`config.mk`:
```
export PLATFORM = sky130hd
export DESIGN_NAME = congestion_window_controller
export DESIGN_NICKNAME = d
export VERILOG_FILES = /design/src/rtl/core/cwc_pkg.sv /design/src/rtl/core/cwc_update.sv /design/src/rtl/core/congestion_window_controller.sv
export SDC_FILE = /design/constraint.sdc
export NUM_CORES = 1
export LEC_CHECK = 0
export ABC_AREA = 0
export BUFFER_PORTS_ARGS = -buffer_cell sky130_fd_sc_hd__buf_2
export CORE_MARGIN = 4
export CORE_UTILIZATION = 57
export CTS_CLUSTER_DIAMETER = 40
export DETAILED_ROUTE_END_ITERATION = 10
export GPL_ROUTABILITY_DRIVEN = 0
export PLACE_DENSITY = 0.77
export SYNTH_ARGS = -nofsm -noshare
export SYNTH_HDL_FRONTEND = slang
export SYNTH_HIERARCHICAL = 1
export SYNTH_SLANG_ARGS = --single-unit
```
`constraint.sdc`:
```
create_clock -name clock -period 8.6 [get_ports clock]
set_input_delay 0.86 -clock clock [delete_from_list [all_inputs] [get_ports clock]]
set_output_delay 0.86 -clock clock [all_outputs]
set_load 0.02 [all_outputs]
```
`src/rtl/core/cwc_pkg.sv`:
```
`timescale 1ns / 1ps

package cwc_pkg;

   // Field widths fixed by the event and result formats.
   localparam int unsigned CWND_W   = 10;
   localparam int unsigned THR_W    = 9;
   localparam int unsigned CNT_W    = 10;
   localparam int unsigned SIZE_W   = 9;
   localparam int unsigned FLIGHT_W = 9;

   localparam logic [CWND_W-1:0] RESET_CWND         = CWND_W'(1);
   localparam logic [SIZE_W-1:0] RESET_SEND_WINDOW  = SIZE_W'(64);
   localparam logic [THR_W-1:0]  MIN_LOSS_THRESHOLD = THR_W'(2);

   typedef enum logic [1:0] {
      FUNC_ACK             = 2'd0,
      FUNC_FAST_RETRANSMIT = 2'd1,
      FUNC_TIMEOUT         = 2'd2,
      FUNC_INIT            = 2'd3
   } func_type;

   typedef struct packed {
      func_type              func;
      logic [FLIGHT_W-1:0]   flight_count;
   } req_type;

   typedef struct packed {
      logic [CWND_W-1:0]     cwnd_out;
      logic [THR_W-1:0]      threshold_out;
      logic                  slow_start;
   } rsp_type;

   typedef struct packed {
      logic [CWND_W-1:0]     cong_window;
      logic [THR_W-1:0]      threshold;
      logic [CNT_W-1:0]      round_trip_acks;
   } state_type;

endpackage

```
`src/rtl/core/cwc_update.sv`:
```
`timescale 1ns / 1ps

// Next-state and result logic for one event.
module cwc_update #(
   parameter int unsigned MAX_WINDOW = 256
) (
   input  cwc_pkg::state_type              state,
   input  logic [cwc_pkg::SIZE_W-1:0]      send_window_size,
   input  cwc_pkg::req_type                req,
   output cwc_pkg::state_type              state_next,
   output cwc_pkg::rsp_type                rsp
);

   logic [cwc_pkg::SIZE_W-1:0]   eff_size;
   logic [cwc_pkg::FLIGHT_W-1:0] flight_capped;
   logic [cwc_pkg::THR_W-1:0]    loss_thr;
   logic                         can_grow;
   logic [cwc_pkg::CWND_W-1:0]   cwnd_grown;
   logic [cwc_pkg::CNT_W-1:0]    acks_inc;

   // Size is limited to the largest window this instance supports.
   assign eff_size = (32'(send_window_size) > MAX_WINDOW) ?
                     cwc_pkg::SIZE_W'(MAX_WINDOW) : send_window_size;

   assign flight_capped = (req.flight_count > eff_size) ? eff_size : req.flight_count;
   assign loss_thr = ((flight_capped >> 1) > cwc_pkg::MIN_LOSS_THRESHOLD) ?
                     (flight_capped >> 1) : cwc_pkg::MIN_LOSS_THRESHOLD;

   // The window grows only while half of it is below the effective size.
   assign can_grow   = state.cong_window[cwc_pkg::CWND_W-1:1] < eff_size;
   assign cwnd_grown = can_grow ? state.cong_window + cwc_pkg::CWND_W'(1)
                                : state.cong_window;
   assign acks_inc   = state.round_trip_acks + cwc_pkg::CNT_W'(1);

   always_comb begin
      state_next = state;
      case (req.func)
         cwc_pkg::FUNC_ACK: begin
            if (state.cong_window < {1'b0, state.threshold}) begin
               state_next.cong_window = cwnd_grown;
            end else if (acks_inc >= state.cong_window) begin
               state_next.cong_window     = cwnd_grown;
               state_next.round_trip_acks = '0;
            end else begin
               state_next.round_trip_acks = acks_inc;
            end
         end
         cwc_pkg::FUNC_FAST_RETRANSMIT: begin
            state_next.threshold   = loss_thr;
            state_next.cong_window = {1'b0, loss_thr};
         end
         cwc_pkg::FUNC_TIMEOUT: begin
            state_next.threshold   = loss_thr;
            state_next.cong_window = cwc_pkg::RESET_CWND;
         end
         cwc_pkg::FUNC_INIT: begin
            state_next.cong_window     = cwc_pkg::RESET_CWND;
            state_next.threshold       = eff_size;
            state_next.round_trip_acks = '0;
         end
         default: begin
            state_next = state;
         end
      endcase
   end

   assign rsp.cwnd_out      = state_next.cong_window;
   assign rsp.threshold_out = state_next.threshold;
   assign rsp.slow_start    = state_next.cong_window < {1'b0, state_next.threshold};

endmodule

```
`src/rtl/core/congestion_window_controller.sv`:
```
`timescale 1ns / 1ps

// Channel   Ports                               Direction  Beat
// req       req_valid, req_stall, req_data      in         one event (func, flight_count)
// rsp       rsp_valid, rsp_stall, rsp_data      out        window, threshold, phase
// csr       csr_valid, csr_ready, csr_wdata     in         send window size
//
// One event is accepted per cycle while req_stall is low; its result is registered.
// The window state updates in the same cycle the event is accepted, so events
// chain back to back with no bubble; the update logic is a few compares and adds.
// A two-entry output buffer (result register plus skid) lets an event enter while
// a finished result is still held; req_stall rises only when both entries are full.
// Reset (synchronous) sets the window to 1, threshold and window size to 64 and
// clears the acknowledgement counter. csr_ready is always high.
module congestion_window_controller #(
   parameter int unsigned MAX_WINDOW = 256
) (
   input  logic                          clock,
   input  logic                          reset,
   input  logic                          req_valid,
   output logic                          req_stall,
   input  cwc_pkg::req_type              req_data,
   output logic                          rsp_valid,
   input  logic                          rsp_stall,
   output cwc_pkg::rsp_type              rsp_data,
   input  logic                          csr_valid,
   output logic                          csr_ready,
   input  logic [cwc_pkg::SIZE_W-1:0]    csr_wdata
);

   // Controller state and the configured send window size.
   cwc_pkg::state_type           state_ff, state_in;
   logic [cwc_pkg::SIZE_W-1:0]   send_window_size_ff, send_window_size_in;

   // Output buffer: the main result register and the skid entry behind it.
   logic                         rsp_valid_ff, rsp_valid_in;
   cwc_pkg::rsp_type             rsp_data_ff, rsp_data_in;
   logic                         skid_valid_ff, skid_valid_in;
   cwc_pkg::rsp_type             skid_data_ff, skid_data_in;

   cwc_pkg::state_type           state_next;
   cwc_pkg::rsp_type             result;
   logic                         req_fire;
   logic                         rsp_fire;
   logic                         csr_fire;

   assign req_stall = skid_valid_ff;
   assign rsp_valid = rsp_valid_ff;
   assign rsp_data  = rsp_data_ff;
   assign csr_ready = 1'b1;

   assign req_fire = req_valid && !skid_valid_ff;
   assign rsp_fire = rsp_valid_ff && !rsp_stall;
   assign csr_fire = csr_valid && csr_ready;

   cwc_update #(
      .MAX_WINDOW (MAX_WINDOW)
   ) u_update (
      .state            (state_ff),
      .send_window_size (send_window_size_ff),
      .req              (req_data),
      .state_next       (state_next),
      .rsp              (result)
   );

   // The state advances only on an accepted event; configuration must be written
   // by the user only while the block is idle, which the block does not enforce.
   always_comb begin
      state_in            = req_fire ? state_next : state_ff;
      send_window_size_in = csr_fire ? csr_wdata : send_window_size_ff;
   end

   // Output buffer control. A draining result register pulls the skid entry
   // forward. A new result goes to the result register when that register is
   // free or being drained this cycle, and to the skid entry otherwise.
   always_comb begin
      rsp_valid_in  = rsp_valid_ff;
      rsp_data_in   = rsp_data_ff;
      skid_valid_in = skid_valid_ff;
      skid_data_in  = skid_data_ff;
      if (rsp_fire) begin
         if (skid_valid_ff) begin
            rsp_data_in   = skid_data_ff;
            skid_valid_in = 1'b0;
         end else begin
            rsp_valid_in = 1'b0;
         end
      end
      if (req_fire) begin
         if (!rsp_valid_ff || rsp_fire) begin
            rsp_valid_in = 1'b1;
            rsp_data_in  = result;
         end else begin
            skid_valid_in = 1'b1;
            skid_data_in  = result;
         end
      end
   end

   always_ff @(posedge clock) begin
      if (reset) begin
         state_ff.cong_window     <= cwc_pkg::RESET_CWND;
         state_ff.threshold       <= cwc_pkg::RESET_SEND_WINDOW;
         state_ff.round_trip_acks <= '0;
         send_window_size_ff      <= cwc_pkg::RESET_SEND_WINDOW;
         rsp_valid_ff             <= 1'b0;
         skid_valid_ff            <= 1'b0;
      end else begin
         state_ff            <= state_in;
         send_window_size_ff <= send_window_size_in;
         rsp_valid_ff        <= rsp_valid_in;
         skid_valid_ff       <= skid_valid_in;
      end
   end

   always_ff @(posedge clock) begin
      rsp_data_ff  <= rsp_data_in;
      skid_data_ff <= skid_data_in;
   end

   // The skid entry is only ever filled behind a held result.
   assert property (@(posedge clock) disable iff (reset)
      skid_valid_ff |-> rsp_valid_ff)
      else $error("skid entry valid while result register empty");

   // An accepted event always leaves a result to deliver.
   assert property (@(posedge clock) disable iff (reset)
      req_fire |=> rsp_valid_ff)
      else $error("accepted event produced no result");

   // The window state moves only on an accepted event.
   assert property (@(posedge clock) disable iff (reset)
      !req_fire |=> $stable(state_ff))
      else $error("state changed without an accepted event");

   // A loss never leaves the threshold below its floor.
   assert property (@(posedge clock) disable iff (reset)
      req_fire && (req_data.func == cwc_pkg::FUNC_FAST_RETRANSMIT ||
                   req_data.func == cwc_pkg::FUNC_TIMEOUT)
      |=> state_ff.threshold >= cwc_pkg::MIN_LOSS_THRESHOLD)
      else $error("loss threshold below minimum");

endmodule

```
# After elaboration in Yosys (flattened, before gate mapping)
# Cells that the tools add are included.
totals:
  register_bits: 80
  latch_bits: 0
  ramBits: 0
  mem_bits_ro: 0
  inputBits: 25
  out_inout_bits: 23
  wordCells: 60
  n_memories: 0
classes:
  addsub: 2
  mul: 0
  div: 0
  magnitude_cmp: 7
  eq_ne: 4
  n_shift: 0
  muxes: 22
  n_bitwise: 1
  n_reduce_logical: 12
op_table:
  columns: ["cell", "count"]
  rows:
  - ["$mux W20", 4]
  - ["$mux W10", 5]
  - ["$pmux W10 S3", 1]
  - ["$add A10 B1 Y10 const B", 2]
  - ["$lt A10 B9 Y1", 2]
  - ["$pmux W10 S2", 1]
  - ["$mux W9", 2]
  - ["$pmux W9 S2", 1]
  - ["$ge A10 B10 Y1", 1]
  - ["$gt A9 B9 Y1", 1]
  - ["$gt A9 B9 Y1 const B", 1]
  - ["$lt A9 B9 Y1", 1]
  - ["$gt A8 B2 Y1 const B", 1]
  - ["$mux W8", 1]
  - ["$mux W1", 7]
  - ["$eq A2 B2 Y1 const B", 2]
  - ["$reduce_or A2 Y1", 2]
  - ["$logic_not A1 Y1", 3]
  - ["$reduce_and A3 Y1", 1]
  - ["$eq A2 B1 Y1 const B", 1]
  - ["$logic_and A1 B1 Y1", 2]
  - ["$logic_not A2 Y1", 1]
  - ["$ne A2 B2 Y1 const B", 1]
  - ["$reduce_and A2 Y1", 1]
  - ["other kinds (3)", 3]

# Logic depth before layout (Yosys ltp)
# Gate-level depths: netlist of run 1.
depth:
  ltp_word: 10
  mapped_depth: 23
  mapped_depth_nobuf: 23

# Cells and area by module
# Netlist of run 1, hierarchy kept.
modules_own_cells:
  columns: ["module", "n_inst", "cells_each", "area_per_inst_um2"]
  rows:
  - ["congestion_window_controller", 1, 302, 2900.3]
  - ["cwc_update", 1, 323, 2263.4]

# Worst setup path before layout of run 1
# OpenSTA, ideal clock, no wires.
synth_timing:
  kind: "reg-to-reg"
  startpoint: "register state_ff[0] (netlist name)"
  endpoint: "register rsp_data_ff, in the netlist rsp_data[0]"
  setup_ns: 0.074
  arrival_time_ns: 4.033
  required_time_ns: 8.526
  path_slack_ns: 4.493
  stages_incl_launch_ff: 24
  n_path_buf: 0
  synth_period_minus_slack_ns: 4.107
  cell_sequence: "dfxtp_1 ha_1 nand3_1 nor2_1 nand3_1 xnor2_1 ha_1 a21oi_1 a21boi_1 a31o_2 a21oi_4 nand3_1 xnor2_1 o21ai_0 ha_1 a21o_1 a21o_1 a21oi_1 nor2b_1 o211ai_1 o211ai_1 a31oi_1 nor3_1 a31oi_1"
synth_lines:
  columns: ["item", "line_no", "rtl"]
  rows:
  - ["from (decl)", "congestion_window_controller.sv:32", "cwc_pkg::state_type state_ff, state_in;"]
  - ["from (signal assigned)", "congestion_window_controller.sv:109", "state_ff <= state_in;"]
  - ["to (signal assigned)", "congestion_window_controller.sv:117", "rsp_data_ff <= rsp_data_in;"]
  - ["to (decl)", "congestion_window_controller.sv:37", "cwc_pkg::rsp_type rsp_data_ff, rsp_data_in;"]

==> results of run 1 <==
[per-layer routing]
layer | wire length [µm] | GRT usage [%] | up-vias
li1 | - | - | 2168
met1 | 5450 | 31.4 | 2081
met2 | 5820 | 40.7 | 194
met3 | 811 | 4.63 | 24
met4 | 269 | 5.98 | 0
met5 | 0 | 0 | -
[worst min-delay path: stages, from the launching register on]
cell,delay (ns)
dfxtp_1,0.33
nand2_1,0.05
a21oi_1,0.05
[final cells by class]
| type | count | area share (%) |
|---|---|---|
| Clock buffer | 9 | 2.28 |
| Clock inverter | 7 | 1.45 |
| Inverter | 40 | 2.76 |
| Multi-Input combinational cell | 455 | 53.1 |
| Sequential cell | 80 | 33.2 |
| Tap cell | 108 | 2.49 |
| Timing Repair Buffer | 50 | 4.79 |
[state kept, by name, summed over array words and instances, names as in the netlist, named ones only]
| name | count |
|---|---|
| send_window_size_ff | 9 |
| state_ff | 29 |
| skid_data_ff | 20 |
| rsp_valid | 1 |
| rsp_data | 20 |
[cells in the final DEF (no fill, tap or decap), drive strengths merged, types with 3 or more instances in the layout]
cell type	instances
a211oi	4
a21o	4
a21oi	42
a22oi	6
a31oi	21
and2	3
and3	4
buf	50
clkbuf	9
clkinv	4
dfxtp	60
edfxtp	20
ha	49
inv	42
mux2	6
mux2i	10
nand2	134
nand2b	11
nand3	14
nand3b	3
nand4	4
nor2	24
nor2b	13
nor3	22
o21a	10
o21ai	27
xnor2	13
xor2	3
[stage by stage]
step                      utilization (%)  worst slack [ns]  cell area [µm²]
after global placement               59.7              4.18             5230
after global routing                 62.0              3.44             5430
after floorplan                         -              4.49             5160
final                                62.0              3.85             5430
after CTS                            62.0              3.95             5430
after detailed placement             59.7              3.97             5230
[worst paths after layout]
check | start | endpoint | slack [ns] | cells after the start
worst min register to register | state_ff[14]$_SDFFE_PP0P_ | state_ff[14]$_SDFFE_PP0P_ | 0.48 | 2
worst max register to register | state_ff[0]$_SDFFE_PP0P_ | rsp_data[0]$_DFF_P_ | 3.85 | 22
worst min-delay path | state_ff[14]$_SDFFE_PP0P_ | state_ff[14]$_SDFFE_PP0P_ | 0.48 | 2
worst max-delay path | state_ff[0]$_SDFFE_PP0P_ | rsp_data[0]$_DFF_P_ | 3.85 | 22
[power by group through the flow]
| stage | Clock (mW) | Sequential (mW) | Combinational [mW] |
|---|---|---|---|
| 6_report | 0.284 | 0.432 | 0.210 |
| 3_3_place_gp | 0 | 0.440 | 0.201 |
| 4_1_cts | 0.288 | 0.432 | 0.208 |
| 5_1_grt | 0.306 | 0.435 | 0.231 |
| 2_1_floorplan | 0 | 0.460 | 0.139 |
| 3_5_place_dp | 0 | 0.441 | 0.207 |
[cells by family (layout without fill, tap and decap cells)]
kind of cell	count (synthesis)	count (layout)
AND/OR/NAND/NOR	238	238
flip-flops	80	80
XOR/XNOR	16	16
adder cells (fa/ha/maj)	49	49
other	1	1
AO/OA/AOI/OAI	135	135
buffers and inverters	90	106
multiplexers	16	16
[Yosys cell counts (3+ instances only)]
library cell / count / area, µm²
buf_6: 5 / 56.3
buf_4: 25 / 188
mux2_2: 5 / 56.3
nand3_1: 14 / 70.1
inv_1: 40 / 150
edfxtp_1: 20 / 601
ha_1: 49 / 613
nor3_1: 22 / 110
buf_2: 7 / 35.0
a211oi_1: 4 / 30.0
a31oi_1: 21 / 131
xor2_1: 3 / 26.3
a22oi_1: 6 / 45.0
nor2b_1: 12 / 75.1
o21a_1: 10 / 75.1
mux2i_1: 9 / 90.1
buf_1: 4 / 15.0
nor2_1: 24 / 90.1
a21oi_1: 41 / 205
and2_1: 3 / 18.8
nand3b_1: 3 / 22.5
dfxtp_1: 60 / 1200
clkbuf_1: 9 / 33.8
nand2b_1: 11 / 68.8
xnor2_1: 13 / 114
and3_1: 4 / 25.0
o21ai_0: 26 / 130
nand2_1: 134 / 503
a21o_1: 4 / 30.0
nand4_1: 4 / 25.0
==> impl_metrics.tcl, run 1 <==
set metrics [dict create \
    tightest_slew_ns 0.804 \
    ctsResizeCount 0 \
    clkSinkCount 80 \
    cts.path.max_buffers 2 \
    crit_arrival_ns 5.03 \
    finalCritPeriodShare_pct 55.2 \
    via_per_inst 5.96 \
    dpl.hpwl_um 9080 \
    clock_power_share_pct 30.7 \
    area_delta_synth_final_pct 5.23 \
    wl_um 12400 \
    antenna_found_initial 0 \
    ant_nets 0 \
    clk_pin_slew_ns 0.09 \
    clk_root_buffer_cell "clkbuf_8" \
    synth-xor-area-share_pct 2.71 \
    drtPass1Iterations 5 \
    yosys.area_share.simple_pct 20.7 \
    track_usage_pct 23.9 \
    dp.cells 733 \
    fin_cells 749 \
    num_antenna_cells 0 \
    synth-edff-count 20 \
    cts_setup_buffers 0 \
    coreArea_um2 8760 \
    dieArea_um2 10600 \
    cts_buffers 9 \
    yosys.area_share.adder_pct 11.9 \
    portBuffers 46 \
    multi_input_area_um2 2880 \
    synthArstFlopShare_pct 0 \
    grt_max_degree 52 \
    switching_share_pct 32.2 \
    crit_path_end_kind "flip-flop" \
    grt_pass1_wl_um 20100 \
    overflow 0 \
    finalHoldViolCount 0 \
    ys_warn_count 6 \
    clk_latency_ns 0.35 \
    cp_data_required_time_ns 8.88 \
    synth_top_family_by_area "simple AND/OR/NAND/NOR gates" \
    syn-num-nets 699 \
    syn_area_per_cell_um2 8.26 \
    path_common_cell "nand3_1" \
    drv_slew 0 \
    worstPathMaxFanout 10 \
    period_needed_ns 4.75 \
    worst-path-buf-inv 0 \
    setup_viol 0 \
    synth_flop_cell "dfxtp_1" \
    fillers 789 \
    syn-cell-area_um2 5160 \
    die_h_um 103 \
    fin_worst_skew_ns 0.0119 \
    power_leakage_nw 2.26 \
    drive_above_1_share_pct 12.5 \
    holdBufCountCts 0 \
    p_int_mw 0.628 \
    muxShareOfSynthArea_pct 3.32 \
    p_seq_share_pct 46.6 \
    synth_cells 625 \
    pwr_density_cell_nw_per_um2 170 \
    cpMaxStageDelayCell "dfxtp_1" \
    min_path_type "reg2reg" \
    maxSlewHeadroom_pct 46.2 \
    startpoint_type "flip-flop" \
    via_count 4467 \
    routedWlPerCell_um 16.5 \
    tns_ns 0 \
    finalPower_mw 0.926 \
    switching_power_mw 0.298 \
    yosysUniqueCellTypes 58 \
    cp_top_family "compound AO/OA/AOI/OAI gates" \
    die_x_um 103 \
    fmax_mhz 211 \
    drt_iter0_drc 365 \
    slowest_delay_ns 0.44 \
    max-cap-violations 0 \
    grt_pass1_vias 4115 \
    cts_tree "yes" \
    combinationalPowerShare_pct 22.7 \
    synth_compound_area_share_pct 17.2 \
    status "completed" \
    ir_drop_mv 0.0775 \
    path_class "reg2reg" \
    seqCellArea_um2 1800 \
    ys_seq_area_share_pct 34.9 \
    nNetsFinal 710 \
    htree_levels 3 \
    crit_chain "nand3_1, nor2_1, nand3_1, xnor2_1, ha_1, a211oi_1, o21ai_0, o2111ai_1, a21oi_4, nand3_1, xnor2_1, o21ai_0, ha_1, a21o_1, a21o_1, a21oi_1, nor2b_1, o211ai_1, o211ai_1, a31oi_1, nor3_1, a31oi_1" \
    synth_seq_cells 80 \
    drc 0 \
    holdWs_ns 0.477 \
    num_rows 34 \
    rsz0062_at_grt "false" \
    boundaryPins 48 \
    start_util_pct 58.9 \
]
Note: power is estimated with default switching activity, not from simulation.
==> run 2: changes to the inputs <==
Clock period 8.6 ns to 4.68 ns, I/O delays scaled along.
==> impl_metrics.tcl, run 2 (synthesized netlist as in run 1, its figures left out) <==
set metrics [dict create \
    status "completed" \
    nNetsFinal 721 \
    htree_levels 3 \
    use_met1_pct 31.1 \
    cts_tree "yes" \
    fmax_mhz 225 \
    crit_arrival_ns 4.72 \
    antenna_found_initial 0 \
    maxSlewHeadroom_pct 45.2 \
    finalCritPeriodShare_pct 95.1 \
    via_count 4541 \
    die_x_um 103 \
    dieArea_um2 10600 \
    stdcell_area_um2 5540 \
    ant_nets 0 \
    dpl.hpwl_um 9240 \
    grt_pass1_wl_um 20500 \
    coreArea_um2 8760 \
    grtUsageMet3_pct 4.56 \
    cp_data_required_time_ns 4.95 \
    wl_um 12600 \
    pwr_density_cell_nw_per_um2 304 \
    overflow 0 \
    startpoint_type "flip-flop" \
    grt_pass1_vias 4367 \
    clk_root_buffer_cell "clkbuf_8" \
    portBuffers 46 \
    pre_cts_slack_ns 0.179 \
    drt_iter0_drc 335 \
    final_util_pct 63.2 \
    drc 0 \
    regMostFlops "state_ff" \
    finalHoldViolCount 0 \
    die_h_um 103 \
    via_per_inst 5.98 \
    drive_above_1_share_pct 15.6 \
    start_util_pct 58.9 \
    tightest_slew_ns 0.813 \
    power_leakage_nw 2.31 \
    clkSinkCount 80 \
    grt_max_degree 52 \
    num_rows 34 \
    period_needed_ns 4.45 \
    max-cap-violations 0 \
    drtPass1Iterations 5 \
    ir_drop_mv 0.137 \
    fin_worst_skew_ns 0.0140 \
    num_antenna_cells 0 \
    met2_usage_pct 39.9 \
    worstPathMaxFanout 7 \
    path_class "reg2reg" \
    drv_slew 0 \
    fin_ws_ns 0.229 \
    setup_viol 0 \
    cts.path.max_buffers 2 \
    min_path_type "in2reg" \
    cts_buffers 9 \
    routedWlPerCell_um 16.6 \
    clk_pin_slew_ns 0.09 \
    final_common_cell "nand2_1" \
    largest_register_ffs 29 \
    clk_latency_ns 0.35 \
    crit_path_end_kind "flip-flop" \
    track_usage_pct 24.0 \
    layout_common_cells "nand2_1, dfxtp_1, ha_1, buf_2, a21oi_1" \
    boundaryPins 48 \
    postPlaceCellArea_um2 5280 \
    area_delta_synth_final_pct 7.34 \
    busiest_layer "met2" \
]
==> run 2: path summary, 6_finish.rpt <==
check	from	endpoint	slack [ns]	cells after the start
worst max-delay path	state_ff[2]$_SDFFE_PP0P_	rsp_data[0]$_DFF_P_	0.23	20
worst max register to register	state_ff[2]$_SDFFE_PP0P_	rsp_data[0]$_DFF_P_	0.23	20
worst min-delay path	csr_wdata[6]	send_window_size_ff[6]$_SDFFE_PP1P_	0.32	2
worst min register to register	rsp_data[15]$_DFF_P_	rsp_data[15]$_DFF_P_	0.48	2
==> run 2: routing by layer <==
metal	vias up	part of all wire [%]
met5	-	0
met2	190	47
met3	47	6.6
li1	2184	-
met1	2120	44
met4	0	3.0
==> run 2: power by group <==
part           switching [mW]  total [mW]  internal (mW)
clock                   0.260       0.488          0.228
sequential             0.0333       0.794          0.761
combinational           0.251       0.406          0.155
==> run 2: cell type report <==
class | instances | area, µm²
well taps | 108 | 135
flip-flops and latches | 80 | 1800
clock buffers | 11 | 153
inverters | 40 | 150
clock inverters | 5 | 40.0
repair buffers | 61 | 343
multi-input cells | 455 | 2920
fillers | 758 | 3220
==> run 2: timing repair <==
| item | 4_1_cts | 5_1_grt |
|---|---|---|
| hold endpoints to repair | 0 | 0 |
| hold buffers | 0 | 0 |
| gates resized for setup | 0 | 14 |
| buffers inserted | 0 | 5 |
| setup endpoints to repair | 0 | 2 |
==> run 2: metrics by stage <==
step	TNS, ns	hold WS [ns]	power (mW)	std cells
after floorplan	0	0.449	1.10	625
after CTS	0	0.310	1.68	755
after global placement	0	0.455	1.18	739
after detailed placement	0	0.465	1.19	739
after global routing	-0.0886	0.310	1.78	760
final	0	0.319	1.69	760
==> run 2: worst max-delay path, stage by stage (launching register included) <==
cell       delay (ns)
dfxtp_1          0.45
nand2_1          0.11
nor2_1           0.28
nand3_1          0.14
xnor2_1          0.21
ha_1             0.28
a211oi_1         0.21
o21ai_0          0.16
o2111ai_2        0.31
a21oi_4          0.13
nand2_1          0.10
xnor2_1          0.06
o21ai_0          0.48
ha_1             0.35
nand3_1          0.10
nor2_1           0.07
a221oi_1         0.32
o211ai_1         0.16
a31oi_1          0.20
nor3_1           0.08
a31oi_1          0.16
